===== src/design/xxh_pkg.sv =====
// Shared types, primes and helpers for the XXH64 stream hasher.
// Used by the input channel interface, the multiplier, the core and the top level.
package xxh_pkg;

  localparam int unsigned DATA_W     = 64;
  localparam int unsigned NBYTES_W   = 4;
  localparam int unsigned WORD_BYTES = 8;

  localparam logic [63:0] PRIME1 = 64'h9E3779B185EBCA87;
  localparam logic [63:0] PRIME2 = 64'hC2B2AE3D27D4EB4F;
  localparam logic [63:0] PRIME3 = 64'h165667B19E3779F9;
  localparam logic [63:0] PRIME4 = 64'h85EBCA77C2B2AE63;
  localparam logic [63:0] PRIME5 = 64'h27D4EB2F165667C5;

  // Lane accumulator start values for seed zero
  localparam logic [63:0] LANE0_INIT = PRIME1 + PRIME2;
  localparam logic [63:0] LANE1_INIT = PRIME2;
  localparam logic [63:0] LANE2_INIT = 64'h0;
  localparam logic [63:0] LANE3_INIT = 64'h0 - PRIME1;

  typedef struct packed {
    logic [DATA_W-1:0]   data;
    logic [NBYTES_W-1:0] nbytes;
    logic                last;
  } in_t;

  typedef struct packed {
    logic [63:0] hash;
    logic        format_error;
  } res_t;

  typedef struct packed {
    logic        go;
    logic [63:0] a;
    logic [63:0] b;
  } mul_req_t;

  typedef struct packed {
    logic        done;
    logic [63:0] p;
  } mul_rsp_t;

  // Rotate left by a constant amount (1..63)
  function automatic logic [63:0] rotl(input logic [63:0] x, input int unsigned r);
    return (x << r) | (x >> (64 - r));
  endfunction

endpackage


===== src/design/xxh_mul.sv =====
// Shared 64x64 multiplier (low 64 bits of the product) built on one 32x32 unit.
// Three partial products; depends on xxh_pkg for the request types.
module xxh_mul (
  input  logic              clk_i,
  input  logic              rst_ni,
  input  xxh_pkg::mul_req_t req_i,
  output xxh_pkg::mul_rsp_t rsp_o
);

  typedef enum logic [2:0] {
    PH_IDLE,
    PH_LL,
    PH_LH,
    PH_HL,
    PH_SUM
  } phase_e;

  phase_e      phase_q;
  logic        done_q;
  logic [63:0] a_q;
  logic [63:0] b_q;
  logic [63:0] pp_q;
  logic [63:0] acc_q;
  logic [31:0] mul_a;
  logic [31:0] mul_b;
  logic [63:0] prod;

  always_comb begin
    mul_a = (phase_q == PH_HL) ? a_q[63:32] : a_q[31:0];
    mul_b = (phase_q == PH_LH) ? b_q[63:32] : b_q[31:0];
    prod  = 64'(mul_a) * 64'(mul_b);
  end

  always_ff @(posedge clk_i or negedge rst_ni) begin
    if (!rst_ni) begin
      phase_q <= PH_IDLE;
      done_q  <= 1'b0;
    end else begin
      done_q <= 1'b0;
      unique case (phase_q)
        PH_IDLE: if (req_i.go) phase_q <= PH_LL;
        PH_LL:   phase_q <= PH_LH;
        PH_LH:   phase_q <= PH_HL;
        PH_HL:   phase_q <= PH_SUM;
        PH_SUM: begin
          phase_q <= PH_IDLE;
          done_q  <= 1'b1;
        end
        default: phase_q <= PH_IDLE;
      endcase
    end
  end

  // Operands and partial sums; only the low 32 bits of the cross terms matter
  always_ff @(posedge clk_i) begin
    if (phase_q == PH_IDLE && req_i.go) begin
      a_q <= req_i.a;
      b_q <= req_i.b;
    end
    if (phase_q == PH_LL || phase_q == PH_LH || phase_q == PH_HL) pp_q <= prod;
    if (phase_q == PH_LH) acc_q <= pp_q;
    if (phase_q == PH_HL || phase_q == PH_SUM) acc_q[63:32] <= acc_q[63:32] + pp_q[31:0];
  end

  assign rsp_o.done = done_q;
  assign rsp_o.p    = acc_q;

endmodule


===== config.mk =====
export PLATFORM = sky130hd
export DESIGN_NAME = xxh_mul
export DESIGN_NICKNAME = d
export VERILOG_FILES = /design/src/design/xxh_pkg.sv /design/src/design/xxh_mul.sv
export SDC_FILE = /design/constraint.sdc
export NUM_CORES = 2
export LEC_CHECK = 0
export BUFFER_PORTS_ARGS = -buffer_cell sky130_fd_sc_hd__buf_2
export CAP_MARGIN = 30
export CORE_MARGIN = 3
export CORE_UTILIZATION = 55
export CTS_CLUSTER_DIAMETER = 30
export DETAILED_ROUTE_END_ITERATION = 12
export MAX_ROUTING_LAYER = met4
export PLACE_DENSITY = 0.73
export SETUP_SLACK_MARGIN = 0.02
export SLEW_MARGIN = 10
export SYNTH_ARGS = -nofsm -noshare
export SYNTH_HDL_FRONTEND = slang
export SYNTH_SLANG_ARGS = --single-unit

===== constraint.sdc =====
create_clock -name clk_i -period 38.1 [get_ports clk_i]
set_clock_uncertainty 0.2 [all_clocks]
set_input_delay 7.62 -clock clk_i [delete_from_list [all_inputs] [get_ports clk_i]]
set_output_delay 7.62 -clock clk_i [all_outputs]
set_load 0.005 [all_outputs]

# [After elaboration in Yosys (flattened, before gate mapping)]
# Cells that the tools add are included.
[totals] register_bits=260 inputBits=131 word_cells=27
[classes] add_sub_neg=1 n_mul=1 n_eq_ne=5 mux=7 reduce_logical=6
[op_table] op="32-bit 2-to-1 mux" count=3
[op_table] op="32-bit by 32-bit multiplier with 64-bit output" count=1
[op_table] op="64-bit 2-to-1 mux" count=1
[op_table] op="32-bit adder" count=1
[op_table] op="3-bit case mux with 4 select lines" count=1
[op_table] op="3-bit by 2-bit == test with 1-bit output, second input constant" count=2
[op_table] op="3-bit by 1-bit == test with 1-bit output, second input constant" count=1
[op_table] op="3-bit == test, second input constant" count=1
[op_table] op="3-bit logical NOT" count=1
[op_table] op="1-bit logical OR" count=3
[op_table] op="3-bit 2-to-1 mux" count=1
[op_table] op="2-bit inequality test, second input constant" count=1
[op_table] op="2-bit nonzero test" count=1
[op_table] op="1-bit logical AND" count=1
[op_table] op="1-bit 2-to-1 mux" count=1

# [Longest topological paths before layout]
[depth] ltp_word=3 depth_mapped=36

# [Worst setup path before layout]
# No wires, ideal clock.
[synth_path] path_kind="in2reg" startpoint="input port req_i[128] (netlist bit)" endpoint="register a_q[0], enable pin" setup_ns=0.973 t_arrival_ns=20.470 path_slack_ns=16.457 stages=1 path_cell_list="nor4b_1"
[synth_between] elab_chain_cells=1
[synth_rtl] element="from (decl)" line="xxh_mul.sv:6" source="input xxh_pkg::mul_req_t req_i,"
[synth_rtl] element="1-bit logical AND" line="xxh_mul.sv:56" source="if (phase_q == PH_IDLE && req_i.go) begin"
[synth_rtl] element="to (signal assigned)" line="xxh_mul.sv:57" source="a_q <= req_i.a;"
[synth_rtl] element="to (decl)" line="xxh_mul.sv:20" source="logic [63:0] a_q;"
# No other way between the ends.
# A chain may end at the register's enable or synchronous reset.

# [Worst setup path after layout]
[layout_path] startpoint="register phase_q[2]" endpoint="register pp_q[63] (data pin)"
[layout_between] elab_chain_cells=3 elab_cells_between_ends=5 cone_classes="mul: 1; eq/ne: 2; mux: 2"
[layout_rtl] element="from (decl)" line="xxh_mul.sv:18" source="phase_e phase_q;"
[layout_rtl] element="from (signal assigned)" line="xxh_mul.sv:36" source="phase_q <= PH_IDLE;"
[layout_rtl] element="from (signal assigned)" line="xxh_mul.sv:41" source="PH_IDLE: if (req_i.go) phase_q <= PH_LL;"
[layout_rtl] element="from (signal assigned)" line="xxh_mul.sv:42" source="PH_LL: phase_q <= PH_LH;"
[layout_rtl] element="3-bit by 2-bit == test with 1-bit output, on equally long branches" line="xxh_mul.sv:29, xxh_mul.sv:30"
[layout_rtl] element="32-bit 2-to-1 mux, on equally long branches" line="xxh_mul.sv:29, xxh_mul.sv:30"
[layout_rtl] element="32-bit by 32-bit multiplier with 64-bit output *" line="xxh_mul.sv:31" source="prod = 64'(mul_a) * 64'(mul_b);"
[layout_rtl] element="named net prod[63]" line="xxh_mul.sv:26" source="logic [63:0] prod;"
[layout_rtl] element="to (signal assigned)" line="xxh_mul.sv:60" source="if (phase_q == PH_LL || phase_q == PH_LH || phase_q == PH_HL) pp_q <= prod;"
[layout_rtl] element="to (decl)" line="xxh_mul.sv:22" source="logic [63:0] pp_q;"
# Mark *: on every way through the listed nets, which the timed path passes. The rest lies on a longest branch.

==> results.ini <==
[setup_path]
crit_fanout = 48
path_buf_inv = 6
cpMaxStageDelayCell = mux2i_4
worstPathArrival_ns = 10.83
critPathMaxStageDelay_ns = 0.98
cp-end-kind = flop
crit_family = adder cells
r2r_end = pp_q[63]
crit_top_cell = fa_1
worstSetupPathType = reg -> reg
r2r_start = phase_q[2]
cp-start-kind = flop
reg2reg_slack_ns = 27.40
cp.required_ns = 38.23
reg2regPathDepth = 27

[placement]
placed_area_um2 = 45200
port_buffers = 195
routabilityCongestion = 1.02
pre_cts_ws_ns = 27.58
dp_hpwl_um = 106000
place_inst = 5534

[final_layout]
area_growth_syn_to_layout_pct = 10.5
regArea_um2 = 7790
nets = 5889
n_fill_cell = 6311
drive_above_1_share_pct = 10.2
finalInstanceArea_um2 = 47300
instances_no_fill = 5645
multiInputGateArea_um2 = 31200

[worst_hold_path]
holdPathEnd = acc_q[21]
min-delay-start = pp_q[21]
min_path_cells = 0
min_path_type = reg -> reg

[route]
wl_per_cell_um = 24.4
num_vias = 33100
drtAntennaViolNets = 0
drcViolationCount = 0
drt_wl_total_um = 138000
detail_route.iter0.violations = 3268
viasPerCell = 5.87
drtPass1Iterations = 6

[sta]
finalMaxSlewViolations = 0
worstMarginPinSlew_ns = 1.08
setup_viol = 0
worst_slack_ns = 27.40
hold_viol = 0
fmax_ghz = 0.0935
finalCriticalPeriod_ns = 10.70
rsz0062_at_grt = false
min_period_over_period_pct = 28.1
final.setup.tns_ns = 0
max_slew_margin_pct = 26.5

[synthesis]
synth_area_leader_cell = fa_1
syn-num-nets = 5739
async_flop_share_pct = 1.54
synthFlopType = edfxtp_1
syn_inst = 4417
avgSynthCellArea_um2 = 9.69
ys_types = 72
netlist_top_cells_area = fa_1 42%, edfxtp_1 18%, ha_1 8.6%
ys_warn_count = 0
synth_top_area_share_pct = 42.0
synth_common_cells = 897 x fa_1, 883 x inv_1, 655 x nand2_1, 608 x nor2_1, 294 x ha_1
seq_area_frac_synth_pct = 18.2
synthMostInstantiatedCell = fa_1
syn_area_um2 = 42800
ys_ff_latch = 260
synth-edff-count = 256

[global_route]
grtUsageTotal_pct = 35.7
grt_pass1_vias = 34500
grt_max_degree = 66
grt_use_met1_pct = 45.3
overflow = 0
grtUsageMet3_pct = 9.34
use_met2_pct = 53.1
grt_busiest_layer = met2
antenna_found_initial = 1
grt_first_pass_wirelength_um = 208000

[die]
io_pins = 196
num_rows = 101
initial_utilization_pct = 56.0
die_h_um = 285
die_area_um2 = 81200
core_um2 = 76500
fp.dieW_um = 285

[clocking]
clkSlewWorstSetupHoldPaths_ns = 0.05
htreeDepth = 2
cts_sinks = 260
clk_latency_ns = 0.65
cts_buffer_depth = 3
cts_root_buf = clkbuf_16
cts_resized = 0
tritoncts = done
cts_hold_buffers = 0
cts_buffers = 56
post-cts-setup-buffers = 0

[run]
maxCapViolations = 0

[outcome]
status = completed

==> placed cells by master, fill, tap and decap left out, drive strengths merged, types with 10 or more instances in the layout <==
| master | count |
|---|---|
| a21oi | 96 |
| nor2 | 608 |
| xnor2 | 54 |
| fa | 897 |
| nand2 | 655 |
| or3 | 10 |
| a21o | 33 |
| inv | 898 |
| o21bai | 15 |
| nand4 | 17 |
| edfxtp | 256 |
| o31ai | 10 |
| clkinv | 24 |
| nor3 | 20 |
| clkbuf | 57 |
| and2 | 17 |
| mux2 | 32 |
| nand3 | 27 |
| buf | 279 |
| and3 | 12 |
| ha | 294 |
| o21ai | 81 |
| a31oi | 11 |
| o211ai | 10 |
| xor2 | 30 |
| mux2i | 61 |
==> cell families after synthesis <==
kind of cell / share of synthesized area (%)
and+or+nand+nor: 13.1
adders and majority gates: 50.6
buffers and inverters: 9.43
AOI/OAI and AO/OA: 4.72
DFF: 18.2
muxes: 2.27
xor gates and xnor gates: 1.72
==> worst reg2reg max path: stages (launching register included) <==
cell and delay [ns]:
dfrtp_1 0.47, nor3b_2 0.25, buf_4 0.64, buf_4 0.75, mux2i_4 1.06, nor2_1 0.16, fa_1 0.51, fa_1 0.56
inv_1 0.06, fa_1 0.45, fa_1 0.55, inv_1 0.06, fa_1 0.55, fa_1 0.43, fa_1 0.49, inv_1 0.05
fa_1 0.47, inv_1 0.04, ha_1 0.39, and3_4 0.25, nand3_4 0.09, or4_1 0.50, o311ai_1 0.18, o31a_4 0.25
a211oi_2 0.12, o41a_1 0.51, o31ai_4 0.25, xnor2_1 0.09
==> worst max-delay path by stage <==
stage	cells after the start	slack, ns	startpoint	endpoint
after global routing	28	26.98	phase_q[2]	pp_q[59]
after CTS	28	27.51	phase_q[2]	pp_q[63]
final	27	27.40	phase_q[2]	pp_q[63]
after detailed placement	28	27.58	phase_q[2]	pp_q[63]
after global placement	28	27.73	phase_q[2]	pp_q[63]
after floorplan	1	16.46	req_i[128]	a_q[0]
==> routing by layer <==
layer  part of all wire, %  vias up
met4                   7.0        0
met1                    36    16700
met3                    12      519
met5                     0        -
met2                    44     2123
li1                      -    13800
==> flip-flops by register name, indices dropped and copies added, names as in the netlist <==
signal / cells
done_q: 1
b_q: 64
acc_q: 64
a_q: 64
pp_q: 64
phase_q: 3
==> final cells by class <==
type / instances / area share, %
antenna: 1 / 0.00529
clock buffer: 57 / 2.97
clock inverter: 48 / 1.13
inverter: 884 / 7.02
multi-input combinational: 3086 / 66.0
sequential: 260 / 16.5
tap: 1030 / 2.73
timing repair buffer: 279 / 3.67
==> per-stage QoR <==
step	util, %	hold slack [ns]
4_1_cts	61.7	0.268
5_1_grt	61.8	0.281
6_report	61.8	0.267
3_3_place_gp	59.1	0.255
3_5_place_dp	59.1	0.249
2_1_floorplan	-	0.231
Power is left out: the tool's default activity adds up to more than one toggle a clock period on the data nets, which glitch-free logic cannot reach.
